==> src/sv/ordered_tag_match_queue_defines.svh <==
// Assertion macros used by the ordered tag match queue entry store.
// Depends on nothing; users must have signals named clock and reset in scope.
`ifndef ORDERED_TAG_MATCH_QUEUE_DEFINES_SVH
`define ORDERED_TAG_MATCH_QUEUE_DEFINES_SVH
`ifndef ASSERT_OFF
`define OTMQ_ASSERT(lbl, prop, msg) \
   lbl: assert property (@(posedge clock) disable iff (reset) prop) else $error(msg);
`define OTMQ_ASSERT_NEVER(lbl, expr, msg) \
   lbl: assert property (@(posedge clock) disable iff (reset) !(expr)) else $error(msg);
`else
`define OTMQ_ASSERT(lbl, prop, msg)
`define OTMQ_ASSERT_NEVER(lbl, expr, msg)
`endif
`endif

==> src/sv/otmq_pkg.sv <==
// Types, codes and widths shared by the ordered tag match queue modules.
// Depends on nothing.
package otmq_pkg;

   localparam int DEPTH_DEFAULT = 32;
   localparam int FIFO_DEPTH    = 2;

   localparam int OP_W     = 2;
   localparam int TAG_W    = 64;
   localparam int SRC_W    = 16;
   localparam int HANDLE_W = 32;
   localparam int STATUS_W = 2;

   localparam int REQ_TAG_LO    = 0;
   localparam int REQ_MASK_LO   = REQ_TAG_LO + TAG_W;
   localparam int REQ_SRC_LO    = REQ_MASK_LO + TAG_W;
   localparam int REQ_HANDLE_LO = REQ_SRC_LO + SRC_W;
   localparam int REQ_DATA_W    = REQ_HANDLE_LO + HANDLE_W;

   localparam logic [SRC_W-1:0] SRC_ANY = '1;

   localparam logic [OP_W-1:0] OP_POST      = 2'd0;
   localparam logic [OP_W-1:0] OP_MATCH_TAG = 2'd1;
   localparam logic [OP_W-1:0] OP_MATCH_SRC = 2'd2;

   typedef enum logic [STATUS_W-1:0] {
      ST_POSTED  = 2'd0,
      ST_FULL    = 2'd1,
      ST_MATCHED = 2'd2,
      ST_NOMATCH = 2'd3
   } status_type;

   typedef enum logic [1:0] {
      K_POST,
      K_MATCH_TAG,
      K_MATCH_SRC,
      K_NONE
   } kind_type;

   typedef struct packed {
      kind_type              kind;
      logic [TAG_W-1:0]      tag;
      logic [TAG_W-1:0]      mask;
      logic [SRC_W-1:0]      src;
      logic [HANDLE_W-1:0]   handle;
   } item_type;

   typedef struct packed {
      logic cmp_en;
      logic commit;
   } ctrl_type;

   typedef struct packed {
      logic                  full;
      logic                  hit;
      logic [HANDLE_W-1:0]   handle;
   } result_type;

endpackage

==> src/sv/otmq_back.sv <==
// Back end: sequences compare and commit for one item at a time and holds the response.
// Depends on otmq_pkg.
module otmq_back (
   input  logic                              clock,
   input  logic                              reset,
   input  logic                              item_valid,
   input  otmq_pkg::item_type                item,
   output logic                              item_pop,
   output otmq_pkg::item_type                cmd,
   output otmq_pkg::ctrl_type                ctrl,
   input  otmq_pkg::result_type              result,
   output logic                              rsp_tvalid,
   input  logic                              rsp_tready,
   output logic [otmq_pkg::HANDLE_W-1:0]     rsp_tdata,
   output logic [otmq_pkg::STATUS_W-1:0]     rsp_tuser
);

   typedef enum logic [1:0] {
      S_IDLE,
      S_CMP,
      S_DONE
   } state_type;

   state_type                     state_ff, state_in;
   otmq_pkg::item_type            cmd_ff, cmd_in;
   logic                          rsp_valid_ff, rsp_valid_in;
   otmq_pkg::status_type          rsp_status_ff, rsp_status_in;
   logic [otmq_pkg::HANDLE_W-1:0] rsp_handle_ff, rsp_handle_in;
   otmq_pkg::status_type          status;
   logic [otmq_pkg::HANDLE_W-1:0] out_handle;
   logic                          out_free;

   assign out_free = !rsp_valid_ff || rsp_tready;

   always_comb begin
      case (cmd_ff.kind)
         otmq_pkg::K_POST: begin
            status     = result.full ? otmq_pkg::ST_FULL : otmq_pkg::ST_POSTED;
            out_handle = '0;
         end
         otmq_pkg::K_MATCH_TAG, otmq_pkg::K_MATCH_SRC: begin
            status     = result.hit ? otmq_pkg::ST_MATCHED : otmq_pkg::ST_NOMATCH;
            out_handle = result.hit ? result.handle : '0;
         end
         default: begin
            status     = otmq_pkg::ST_NOMATCH;
            out_handle = '0;
         end
      endcase
   end

   always_comb begin
      state_in      = state_ff;
      cmd_in        = cmd_ff;
      rsp_valid_in  = rsp_valid_ff && !rsp_tready;
      rsp_status_in = rsp_status_ff;
      rsp_handle_in = rsp_handle_ff;
      item_pop      = 1'b0;
      ctrl          = '0;
      case (state_ff)
         S_IDLE: begin
            if (item_valid) begin
               item_pop = 1'b1;
               cmd_in   = item;
               state_in = S_CMP;
            end
         end
         S_CMP: begin
            ctrl.cmp_en = 1'b1;
            state_in    = S_DONE;
         end
         S_DONE: begin
            if (out_free) begin
               ctrl.commit   = 1'b1;
               rsp_valid_in  = 1'b1;
               rsp_status_in = status;
               rsp_handle_in = out_handle;
               if (item_valid) begin
                  item_pop = 1'b1;
                  cmd_in   = item;
                  state_in = S_CMP;
               end else begin
                  state_in = S_IDLE;
               end
            end
         end
         default: state_in = S_IDLE;
      endcase
   end

   always_ff @(posedge clock) begin
      if (reset) begin
         state_ff     <= S_IDLE;
         rsp_valid_ff <= 1'b0;
      end else begin
         state_ff     <= state_in;
         rsp_valid_ff <= rsp_valid_in;
      end
      cmd_ff        <= cmd_in;
      rsp_status_ff <= rsp_status_in;
      rsp_handle_ff <= rsp_handle_in;
   end

   assign cmd        = cmd_ff;
   assign rsp_tvalid = rsp_valid_ff;
   assign rsp_tdata  = rsp_handle_ff;
   assign rsp_tuser  = rsp_status_ff;

endmodule
==> config.mk <==
export PLATFORM = sky130hd
export DESIGN_NAME = otmq_back
export DESIGN_NICKNAME = d
export VERILOG_FILES = /design/src/sv/ordered_tag_match_queue_defines.svh /design/src/sv/otmq_pkg.sv /design/src/sv/otmq_back.sv
export SDC_FILE = /design/constraint.sdc
export NUM_CORES = 1
export LEC_CHECK = 0
export ABC_CLOCK_PERIOD_IN_PS = 11600
export BUFFER_PORTS_ARGS = -buffer_cell sky130_fd_sc_hd__buf_2
export CORE_AREA = 5 5 167 169
export CTS_CLUSTER_DIAMETER = 60
export DETAILED_ROUTE_END_ITERATION = 8
export DIE_AREA = 0 0 172 174
export SLEW_MARGIN = 40
export SYNTH_ARGS = -nofsm -noshare
export SYNTH_HDL_FRONTEND = slang
export SYNTH_SLANG_ARGS = --single-unit
==> constraint.sdc <==
create_clock -name clock -period 11.6 [get_ports clock]
set_input_delay 1.16 -clock clock [delete_from_list [all_inputs] [get_ports clock]]
set_output_delay 1.16 -clock clock [all_outputs]
set_load 0.1 [all_outputs]
Yosys cells after proc, flatten, opt, wreduce, memory -nomap -nowiden
Cells that the tools add are included.
- bits in registers: 215
- output and inout bits: 216
- logic and storage cells: 45
- equal/unequal tests: 6
- mux-type cells: 18
- reduce and logical (&&, ||, !) cells: 12
- operators by type and width (cell ; number):
    $mux W178 ; 2
    $pmux W178 S2 ; 1
    $mux W1 ; 10
    $reduce_and A2 Y1 ; 4
    $pmux W2 S3 ; 1
    $eq A2 B1 Y1 const B ; 2
    $eq A2 B2 Y1 const B ; 2
    $logic_not A2 Y1 ; 2
    $mux W2 ; 2
    $ne A2 B2 Y1 const B ; 2
    $pmux W2 S2 ; 1
    $logic_not A1 Y1 ; 2
    $pmux W1 S2 ; 1
    $reduce_bool A2 Y1 ; 1
    $reduce_or A2 Y1 ; 1
    $logic_and A1 B1 Y1 ; 1
    $logic_or A1 B1 Y1 ; 1

Logic depth before layout (Yosys ltp)
- depth in word-level cells: 4
- gate-level depth with buffers: 4
- mapped depth without buffers: 3

Worst setup path after synthesis
OpenSTA, ideal clock, no wires.
- path kind: input to register
- from: in item_valid
- to: reg cmd_ff, in the netlist cmd[0] (enable)
- setup time: 0.776 ns
- arrival time: 9.822 ns
- required time: 10.824 ns
- slack: 1.002 ns
- cell stages on the path: 2
- cells stage by stage: nand2b_1 > a21oi_1
- RTL lines (element ; line ; source):
    start, declared ; otmq_back.sv:6 ; input logic item_valid,
    end signal, assigned ; otmq_back.sv:99 ; cmd_ff <= cmd_in;
    end, declared ; otmq_back.sv:25 ; otmq_pkg::item_type cmd_ff, cmd_in;

==> metrics.csv <==
metric,value,unit
postCtsHoldBufs,0,
antenna_left,0,
outcome,completed,
coreArea,26400,um2
htree_levels,1,
drtPass1Iterations,4,
yosysTopAreaCell,edfxtp_1,
peakVddDrop,127,uV
worstMarginPinSlew,0.577,ns
cts-root-buf,clkbuf_16,
post-route-drc-count,0,
synthTopCellsByArea,"edfxtp_1 94%, and3_1 2.9%, dfxtp_1 0.88%, ha_1 0.37%, nand2b_1 0.28%",
place_congestion,0.774,
cts_setup_buffers,0,
synth_top_family_by_area,simple AND/OR/NAND/NOR gates,
port_buffers,431,
async_flop_share,0,%
met3_length,2690,um
top_layer,met5,
globalRouteOverflowTotal,0,
grt_max_degree,113,
powerDensity,202,nW/um2
cp.required,10.44,ns
fin_crit_sh,30.7,%
synth_area,6790,um2
drt-met1-wl,6530,um
clk_latency,0.50,ns
post_cts_resize_count,0,
die_w,172,um
path_cells,buf_2 -> nor2b_1 -> nor2_2 -> buf_4 -> buf_2,
tritoncts,yes,
slew_violations,0,
power,2.05,mW
postSynthCellCount,273,
synth_fa_ha_area_share,0.368,%
dieArea,29900,um2
critical_path_arrival,2.40,ns
area_delta_synth_final,49.5,%
vias,4351,
min_path_cells,2,
drive_gt1_share,63.8,%
dr_wl_met2,9650,um
wire_per_inst,17.9,um
end_kind,primary output,
clock_path_buffers,3,
hold_path.class,reg2reg,
synth-compound-area-share,0.626,%
yosysMostFrequentCell,edfxtp_1,
grt_setup_unrepaired,no,
ys_ff_latch,215,
ys_top_cells_by_count,"212 x edfxtp_1, 32 x and3_1, 4 x inv_1",
place.detailed.hpwl,15000,um
whs,0.499,ns
fin_setup_tns,0,ns
leakage,4.37,nW
relSlewSlack,61.5,%
rows,60,
synth_nets,491,
viasPerCell,4.03,
grt_pass1_vias,4666,
clk_pin_slew,0.06,ns
initial_core_util,25.7,%
fmax,281,MHz
wirelength,19400,um
critical_path.max_fanout,35,
grt_first_pass_wirelength,27100,um
grtUsageTotal,11.7,%
finalSetupViolations,0,
synth_xor_area_share,0,%
muxShareOfSynthArea,0,%
final_nets,943,
synth_top_area_share,93.7,%
min_period,3.56,ns
yosysWarnings,0,
critPathLaunchType,primary input,
insertedDiodeCount,0,
hold_violations,0,
avgSynthCellArea,24.9,um2
maxCapViolations,0,
slowest_delay,0.51,ns
fin_util,38.4,%
fin_area,10200,um2
grt_antenna_before_repair,3,
synth_simple_gate_area_share,3.65,%
crit_type,in2out,
io_pins,432,
placedInstanceArea,9410,um2
rr_worst_depth,4,
fin_skew,0.0165,ns
critPathSlowestCell,buf_2,
clock_sinks,215,
drt_iter0_drc,244,
ys_types,16,
synth-main-ff-cell,edfxtp_1,
numCtsBuffers,23,
crit_top_cell,buf_2,
synth-edff-count,212,
yosysSeqAreaShare,94.6,%
dieHeight,174,um
## final timing paths
check / slack [ns] / endpoint / start
setup / recovery: 8.04 / ctrl[0] / rsp_tready
hold / removal: 0.50 / rsp_tvalid$_SDFF_PP0_ / rsp_tvalid$_SDFF_PP0_
setup reg to reg: 9.60 / cmd[169]$_DFFE_PP_ / rsp_tvalid$_SDFF_PP0_
hold reg to reg: 0.50 / rsp_tvalid$_SDFF_PP0_ / rsp_tvalid$_SDFF_PP0_
## layout make-up
type	count	area, um2
fillers	2527	16300
flip-flops and latches	215	6430
repair buffers	434	2210
clock buffers	24	579
well taps	341	427
multi-input cells	47	332
clock inverters	14	168
inverters	4	15.0
## state kept, by name, indices dropped and copies added (netlist names)
signal,flops
cmd,178
rsp_tdata,32
rsp_tuser,2
rsp_tvalid,1
state_ff,2
## power by group
| part | switching, mW | internal [mW] | total [mW] |
|---|---|---|---|
| Sequential | 0.0103 | 0.905 | 0.915 |
| Clock | 0.285 | 0.447 | 0.732 |
| Combinational | 0.343 | 0.0576 | 0.401 |
## cells by family after synthesis
kind of cell / after synthesis
simple gates: 39
flops: 215
buf+inv: 11
compound gates: 6
fa+ha+maj: 2
## worst max-delay path: cells and delay by family
| kind | cells | cell delay [ns] |
|---|---|---|
| buffers and inverters | 3 | 0.99 |
| and+or+nand+nor | 2 | 0.22 |
## cells in the final DEF, fill, tap and decap left out, types with 2 or more instances in the layout
cell	synthesis	routed
and3_1	32	32
nor2b_1	2	2
buf_2	3	431
a21oi_1	3	2
clkinv_1	0	4
inv_1	4	4
bufinv_16	0	4
edfxtp_1	212	212
clkinv_2	0	5
nand2b_1	3	3
clkbuf_16	0	23
dfxtp_1	3	3
## per-stage QoR
step / cells / setup slack [ns]
after floorplan: 273 / 1.00
after global placement: 1040 / 8.05
after detailed placement: 1041 / 8.03
after CTS: 1079 / 8.03
after global routing: 1079 / 7.95
final: 1079 / 8.04
## routing by layer
metal	GRT usage (%)	vias up
met1	12.4	2058
met2	20.8	259
met3	5.07	43
li1	-	1985
met4	3.60	6
met5	0	-
No activity file was read; power rests on OpenSTA's default activity.
