`config.mk`:
```
export PLATFORM = sky130hd
export DESIGN_NAME = otmq_front
export DESIGN_NICKNAME = d
export VERILOG_FILES = /design/src/sv/ordered_tag_match_queue_defines.svh /design/src/sv/otmq_pkg.sv /design/src/sv/otmq_front.sv
export SDC_FILE = /design/constraint.sdc
export NUM_CORES = 1
export LEC_CHECK = 0
export CORE_MARGIN = 3
export CORE_UTILIZATION = 50
export CTS_CLUSTER_DIAMETER = 30
export DETAILED_ROUTE_END_ITERATION = 6
export DONT_BUFFER_PORTS = 1
export HOLD_SLACK_MARGIN = 0.12
export SLEW_MARGIN = 0
export SYNTH_ARGS = -nofsm -noshare
export SYNTH_HDL_FRONTEND = slang
export SYNTH_SLANG_ARGS = --single-unit
```
`constraint.sdc`:
```
create_clock -name clock -period 7.7 [get_ports clock]
set_input_delay 0.385 -clock clock [delete_from_list [all_inputs] [get_ports clock]]
set_output_delay 0.385 -clock clock [all_outputs]
set_load 0.03 [all_outputs]
```
`src/sv/ordered_tag_match_queue_defines.svh`:
```
// Assertion macros used by the ordered tag match queue entry store.
// Depends on nothing; users must have signals named clock and reset in scope.
`ifndef ORDERED_TAG_MATCH_QUEUE_DEFINES_SVH
`define ORDERED_TAG_MATCH_QUEUE_DEFINES_SVH
`ifndef ASSERT_OFF
`define OTMQ_ASSERT(lbl, prop, msg) \
   lbl: assert property (@(posedge clock) disable iff (reset) prop) else $error(msg);
`define OTMQ_ASSERT_NEVER(lbl, expr, msg) \
   lbl: assert property (@(posedge clock) disable iff (reset) !(expr)) else $error(msg);
`else
`define OTMQ_ASSERT(lbl, prop, msg)
`define OTMQ_ASSERT_NEVER(lbl, expr, msg)
`endif
`endif

```
`src/sv/otmq_pkg.sv`:
```
// Types, codes and widths shared by the ordered tag match queue modules.
// Depends on nothing.
package otmq_pkg;

   localparam int DEPTH_DEFAULT = 32;
   localparam int FIFO_DEPTH    = 2;

   localparam int OP_W     = 2;
   localparam int TAG_W    = 64;
   localparam int SRC_W    = 16;
   localparam int HANDLE_W = 32;
   localparam int STATUS_W = 2;

   localparam int REQ_TAG_LO    = 0;
   localparam int REQ_MASK_LO   = REQ_TAG_LO + TAG_W;
   localparam int REQ_SRC_LO    = REQ_MASK_LO + TAG_W;
   localparam int REQ_HANDLE_LO = REQ_SRC_LO + SRC_W;
   localparam int REQ_DATA_W    = REQ_HANDLE_LO + HANDLE_W;

   localparam logic [SRC_W-1:0] SRC_ANY = '1;

   localparam logic [OP_W-1:0] OP_POST      = 2'd0;
   localparam logic [OP_W-1:0] OP_MATCH_TAG = 2'd1;
   localparam logic [OP_W-1:0] OP_MATCH_SRC = 2'd2;

   typedef enum logic [STATUS_W-1:0] {
      ST_POSTED  = 2'd0,
      ST_FULL    = 2'd1,
      ST_MATCHED = 2'd2,
      ST_NOMATCH = 2'd3
   } status_type;

   typedef enum logic [1:0] {
      K_POST,
      K_MATCH_TAG,
      K_MATCH_SRC,
      K_NONE
   } kind_type;

   typedef struct packed {
      kind_type              kind;
      logic [TAG_W-1:0]      tag;
      logic [TAG_W-1:0]      mask;
      logic [SRC_W-1:0]      src;
      logic [HANDLE_W-1:0]   handle;
   } item_type;

   typedef struct packed {
      logic cmp_en;
      logic commit;
   } ctrl_type;

   typedef struct packed {
      logic                  full;
      logic                  hit;
      logic [HANDLE_W-1:0]   handle;
   } result_type;

endpackage

```
`src/sv/otmq_front.sv`:
```
// Front end: decodes the operation of each request and buffers it in a short queue.
// Depends on otmq_pkg.
module otmq_front (
   input  logic                                 clock,
   input  logic                                 reset,
   input  logic                                 req_tvalid,
   output logic                                 req_tready,
   input  logic [otmq_pkg::REQ_DATA_W-1:0]      req_tdata,
   input  logic [otmq_pkg::OP_W-1:0]            req_tuser,
   output logic                                 item_valid,
   output otmq_pkg::item_type                   item,
   input  logic                                 item_pop
);

   localparam int PTR_W = (otmq_pkg::FIFO_DEPTH > 1) ? $clog2(otmq_pkg::FIFO_DEPTH) : 1;
   localparam int CNT_W = $clog2(otmq_pkg::FIFO_DEPTH + 1);

   otmq_pkg::item_type item_ff [otmq_pkg::FIFO_DEPTH];
   otmq_pkg::item_type item_in;
   logic [PTR_W-1:0]   wr_ptr_ff, wr_ptr_in;
   logic [PTR_W-1:0]   rd_ptr_ff, rd_ptr_in;
   logic [CNT_W-1:0]   cnt_ff, cnt_in;
   logic               push;

   always_comb begin
      item_in.tag    = req_tdata[otmq_pkg::REQ_TAG_LO    +: otmq_pkg::TAG_W];
      item_in.mask   = req_tdata[otmq_pkg::REQ_MASK_LO   +: otmq_pkg::TAG_W];
      item_in.src    = req_tdata[otmq_pkg::REQ_SRC_LO    +: otmq_pkg::SRC_W];
      item_in.handle = req_tdata[otmq_pkg::REQ_HANDLE_LO +: otmq_pkg::HANDLE_W];
      case (req_tuser)
         otmq_pkg::OP_POST:      item_in.kind = otmq_pkg::K_POST;
         otmq_pkg::OP_MATCH_TAG: item_in.kind = otmq_pkg::K_MATCH_TAG;
         otmq_pkg::OP_MATCH_SRC: item_in.kind = otmq_pkg::K_MATCH_SRC;
         default:                item_in.kind = otmq_pkg::K_NONE;
      endcase
   end

   assign req_tready = (cnt_ff != CNT_W'(otmq_pkg::FIFO_DEPTH));
   assign push       = req_tvalid && req_tready;
   assign item_valid = (cnt_ff != '0);
   assign item       = item_ff[rd_ptr_ff];

   always_comb begin
      wr_ptr_in = wr_ptr_ff;
      rd_ptr_in = rd_ptr_ff;
      if (push) begin
         wr_ptr_in = (wr_ptr_ff == PTR_W'(otmq_pkg::FIFO_DEPTH - 1)) ? '0 : wr_ptr_ff + 1'b1;
      end
      if (item_pop) begin
         rd_ptr_in = (rd_ptr_ff == PTR_W'(otmq_pkg::FIFO_DEPTH - 1)) ? '0 : rd_ptr_ff + 1'b1;
      end
      cnt_in = cnt_ff + CNT_W'(push) - CNT_W'(item_pop);
   end

   always_ff @(posedge clock) begin
      if (reset) begin
         wr_ptr_ff <= '0;
         rd_ptr_ff <= '0;
         cnt_ff    <= '0;
      end else begin
         wr_ptr_ff <= wr_ptr_in;
         rd_ptr_ff <= rd_ptr_in;
         cnt_ff    <= cnt_in;
      end
   end

   always_ff @(posedge clock) begin
      if (push) begin
         item_ff[wr_ptr_ff] <= item_in;
      end
   end

endmodule

```
; ---- After elaboration in Yosys (flattened, before gate mapping)
; Memories as Yosys holds them, arrays and structs flattened. A register that Yosys moved wholly into a read port is not among the register bits.
; Index checks and enable logic that the tools add are counted.
[op_classes]
n_reduce_logical = 3
n_addsub = 4
eq_ne = 3
muxes = 7
[op_table]
columns = op, n
row1 = 1-bit 2-to-1 mux, 6
row2 = 2-bit case mux with 3 select lines, 1
row3 = "1-bit adder, second input constant", 2
row4 = 2-bit by 1-bit adder with 2-bit output, 1
row5 = "2-bit by 1-bit == test with 1-bit output, second input constant", 1
row6 = "2-bit == test, second input constant", 1
row7 = 2-bit logical NOT, 1
row8 = "2-bit != test, second input constant", 1
row9 = 2-bit nonzero test, 1
row10 = 2-bit by 1-bit subtractor with 2-bit output, 1
row11 = 1-bit logical AND, 1
[word_totals]
mem_bits_rw = 356
ff_bits = 4
input_bits = 182
wordCells = 21
out_inout_bits = 180
memories = 1
[mem_list]
columns = name, depth, width, rd, rd_clocked_by_memory_dff, wr, line
row1 = item_ff, 2, 178, 1, 1, 1, otmq_front.sv:18  ; otmq_pkg::item_type item_ff [otmq_pkg::FIFO_DEPTH];

; ---- Depth between registers and ports, before layout
[depth]
word_depth = 4
ltp_mapped = 7
ltp_nobuf = 7

; ---- Worst setup path before layout
; OpenSTA, ideal clock, no wires.
[synth_timing]
kind = reg2reg
start = register cnt_ff[0]
end = memory item_ff[0][0] (netlist bit), enable pin
stages_incl_launch_ff = 4
t_arrival_ns = 4.292
t_required_ns = 7.170
setup_slack_ns = 2.878
path_cell_list = dfxtp_1 -> nand2b_1 -> nand3b_1 -> inv_1
[synth_via]
elab_chain_len = 4
[synth_rtl]
columns = element, line
row1 = "start, declared", otmq_front.sv:22  ; logic [CNT_W-1:0] cnt_ff, cnt_in;
row2 = "start signal, assigned", otmq_front.sv:63  ; cnt_ff <= cnt_in;
row3 = 2-bit != test, otmq_front.sv:38  ; assign req_tready = (cnt_ff != CNT_W'(otmq_pkg::FIFO_DEPTH));
row4 = net req_tready, otmq_front.sv:7  ; output logic req_tready,
row5 = 1-bit logical AND, otmq_front.sv:39  ; assign push = req_tvalid && req_tready;
row6 = 1-bit 2-to-1 mux, otmq_front.sv:68  ; if (push) begin
row7 = 1-bit 2-to-1 mux (implied by the code), otmq_front.sv:69  ; item_ff[wr_ptr_ff] <= item_in;
row8 = "end, declared", otmq_front.sv:18
; The timed path passes the listed nets, and every way through them passes these cells.

; ---- Final worst setup path
[layout_timing]
start = register cnt_ff[0]
end = memory item_ff[0][33] (netlist bit), enable pin
; The elaborated chain is that of the path after synthesis.

==> run summary <==
The synthesized netlist contains 24 unique library cells. For this design the top-level I/O count stands at 362. The post-synthesis register bit count came out at 361. For the worst-skew pair, the clock arrives at the later sink with an insertion delay of 0.56 ns. The number of antenna violations at the first check in global routing came out at 4. Along the worst hold path, the cell count comes to 3. STA classifies the critical path startpoint as a flop.

In this run the vertical extent of the chip is 168 microns. The tools report the total global routing overflow as 0. The first TritonRoute pass finished after 6 iterations. Power per cell area: 331 nW/um^2. Clock skew on the completed layout was measured at 0.0236 ns. For the number of standard-cell rows in the floorplan, the log shows 58. The critical path ends at item_ff[0][33]. The relative area change from synthesis to final layout was 32.0%; the number of nets with antenna violations after detailed routing was 0. The global-route usage over all layers was 0.186; the warning count from the yosys run was 0. Post-CTS timing repair inserted 0 buffers for setup. The HPWL after detailed placement came out at 16400 microns.

The area of the core came out at 25500 sq um. STA puts the critical path data required time at 7.88 ns. The endpoint type of the worst setup path is a flop. Measured in cells, the most critical reg-to-reg path has a length of 4. Along the worst path, the maximum fanout reaches 114. In the layout the commonest cells are sky130_fd_sc_hd__edfxtp_1, sky130_fd_sc_hd__dlygate4sd3_1, sky130_fd_sc_hd__mux2_1. Synthesis handed over a netlist of 584 instances. The simple-gate share of the synthesized area was 0.00657. For this run, design rule violations remaining after detail routing come to 0. The share of the yosys chip area belonging to registers came out at 0.821.

The tools report the clock tree root buffer cell as sky130_fd_sc_hd__clkbuf_16. The buffers plus inverters on the worst setup path was 2; the count of non-filler cells in the finished layout was 1198. The H-tree was split into 2 levels. Number of placed cells counting well taps: 897. The tools report the number of endpoints with negative hold slack in the final report as 0. Registers take 10800 sq um. Max-cap violations in this run came to 0.

The clock input transition at the sequential cells of the worst setup and hold paths is 0.06 ns, and the transition time of the tightest slew-check pin is 1.16 ns. The share of synthesized area spent on multiplexers is 0.152, and the total CTS buffers is 61. The class of the most critical setup path was reg2reg. The critical path's top delay family is buffers and inverters.

The post-synthesis share of cell area spent on full adders, half adders and majority gates works out to 0.000952. The clock drives 361 sinks. Clock network power share: 0.465. TritonCTS built the clock tree.

Using the TritonRoute via totals, the vias-per-cell ratio works out to 5.28. The library cell used most frequently in the layout, excluding fill and tap cells, is sky130_fd_sc_hd__edfxtp_1. The sum of negative setup slack is 0 ns. The port buffer count is 0, and the mean instance size in the synthesized netlist is 22.5 sq um. After clock tree synthesis, the repair step resized 0 gates. The largest single stage delay on the critical path is 0.82 ns. The tools report the wire length reported by the detailed router as 27200 microns.

The cell area that synthesis handed to floorplanning was 13100 sq um. The ratio of final minimum period to clock period was 0.428. Setup repair after global routing left no endpoint under its margin. Data on the critical path arrives at its endpoint at 3.47 ns. The max-slew violation total from the final report came out at 0.

The detailed router finished its first iteration with 423 violations. The flow ran to the end, and the final reports show no timing, DRC or antenna violations. Initial core utilization: 0.515.

In this run the number of cells on the critical path is 4. In the final routed layout, each cell accounts on average for 22.7 microns. The final net count came out at 995.

The endpoint identified for the worst register-to-register timing path is item_ff[0][33]. The share of post-route cells with drive strength above 1 was 0.208. The analysis attributes to cell leakage a power of 5.92 nW.

Counting every net in the synthesized netlist gives 767. The start point of the critical path is cnt_ff[0]. Summed over all nets, wire length on met2 after detailed routing comes to 13700 microns. The cell-internal power is 4.22 mW, and the share of the synthesized area in compound gates (AO/OA/AOI/OAI) is 0.00238. The tools report the die outline area as 28300 sq um. For the worst slew margin relative to its limit, the log shows 0.228.

The worst register-to-register path has a setup slack of 4.40 ns. The run gives 0.418 as the proportion of power drawn by flip-flops and latches. Routed signal wires occupy layers up through met5. The dominant combinational cell family by area after synthesis was multiplexers. The number of setup violations in the final report was 0. The number of buffers between clock root and the deepest sink was 3. The critical path goes through nand2b_1, nand3b_1, inv_6, buf_4. For the combinational fraction of design power, the log shows 0.117. Among all stages on the critical path, the largest delay is contributed by sky130_fd_sc_hd__buf_4. Entering global routing, the biggest net connects 115 pins. Detailed routing inserted a total of 6323 vias. The analysis attributes to net switching a power of 1.52 mW.

The xor-xnor portion of the synthesized cell area came out at 0.00133. The highest clock frequency the design can meet is 303 MHz, and the met3 wirelength from detailed routing is 2700 microns. The final critical path time including I/O delays and setup came out at 3.30 ns.

The tightest min-delay check is of the in2reg type. Switching power share of the total: 0.264. The die width is 168 microns. The via count of the first global-routing pass was 6868. The run gives 40600 microns as the first-pass GRT wire length. The multi-input gate area in the final layout came out at 2160 sq um. The startpoint identified for the worst register-to-register timing path is cnt_ff[0]. The tools report the final weighted congestion in routability-driven placement as 0.734.

The final design utilization is 0.679, and the met1 wire length is 10100 microns. The maximum vdd ir drop is 0.256 mV. The layout has 1603 filler cells.
==> final cells by class <==
cell class,count,share of cell area
flip-flops and latches,361,0.622
inverters,3,0.000937
well taps,330,0.0238
multi-input cells,198,0.124
clock inverters,49,0.0285
repair buffers,187,0.107
diodes,3,0.000433
clock buffers,67,0.0929
==> worst register-to-register path, delay by kind of cell, from the launching register on <==
kind	cells	cell delay, ns
buffers and inverters	2	1.71
and+or+nand+nor	2	0.72
DFF	1	0.38
==> timing repair <==
item | in CTS | in global routing
endpoints found under the setup margin | 0 | 0
hold buffers | 182 | 0
endpoints found under the hold margin | 361 | 0
==> flip-flops by register name, summed over array words and instances, names as in the netlist, named ones only <==
name       count
cnt_ff         2
item_ff      356
wr_ptr_ff      1
rd_ptr_ff      1
==> through the flow <==
step                setup WS (ns)  hold WS (ns)  power (mW)  instance area [sq um]
global route                 4.27         0.182        5.94                  17400
floorplan                    2.88         0.454        2.96                  13100
global placement             4.59         0.451        3.01                  13400
CTS                          4.45         0.126        5.79                  17300
detailed placement           4.47         0.458        3.03                  13400
finish                       4.40         0.158        5.74                  17400
==> cell families (layout without fill, tap and decap cells) <==
| group | count (synthesis) | count (layout) |
|---|---|---|
| simple gates | 13 | 13 |
| compound gates | 4 | 4 |
| fa+ha+maj | 1 | 1 |
| flops | 361 | 361 |
| buf+inv | 25 | 306 |
| xor+xnor | 2 | 2 |
| other cells | 0 | 3 |
| mux | 178 | 178 |
==> synth_stat cells (all sizes together) <==
| library cell | n | share of area |
|---|---|---|
| a2111oi | 1 | 0.00067 |
| a21bo | 1 | 0.00076 |
| a21boi | 1 | 0.00057 |
| a21oi | 1 | 0.00038 |
| and3 | 1 | 0.00057 |
| buf | 20 | 0.014 |
| clkbuf | 2 | 0.00057 |
| dfxtp | 5 | 0.0076 |
| edfxtp | 356 | 0.81 |
| ha | 1 | 0.00095 |
| inv | 3 | 0.00086 |
| mux2 | 178 | 0.15 |
| nand2 | 1 | 0.00029 |
| nand2b | 2 | 0.00095 |
| nand3b | 1 | 0.00057 |
| nand4b | 2 | 0.0013 |
| nor2 | 2 | 0.00057 |
| nor2b | 1 | 0.00048 |
| or2 | 1 | 0.00048 |
| or4 | 1 | 0.00057 |
| or4b | 1 | 0.00076 |
| xnor2 | 2 | 0.0013 |
==> power groups by stage <==
stage | registers (mW) | logic [mW] | clock network [mW]
after global placement | 2.43 | 0.582 | 0
after global routing | 2.41 | 0.708 | 2.82
final | 2.40 | 0.674 | 2.67
after floorplan | 2.44 | 0.515 | 0
after CTS | 2.40 | 0.683 | 2.70
after detailed placement | 2.44 | 0.586 | 0
==> layer usage <==
metal / global-route usage / vias up
met5: 0 / -
met3: 0.0742 / 49
li1: - / 2824
met2: 0.319 / 297
met1: 0.210 / 3151
met4: 0.0690 / 2
==> worst min path at each step <==
stage                from  slack [ns]   endpoint
2_1_floorplan       reset        0.45  wr_ptr_ff
3_3_place_gp        reset        0.45       flop
3_5_place_dp        reset        0.46       flop
4_1_cts        req_tvalid        0.13  cnt_ff[1]
5_1_grt        req_tvalid        0.18  cnt_ff[1]
6_report       req_tvalid        0.16  cnt_ff[1]
No activity file was read; power rests on OpenSTA's default activity.
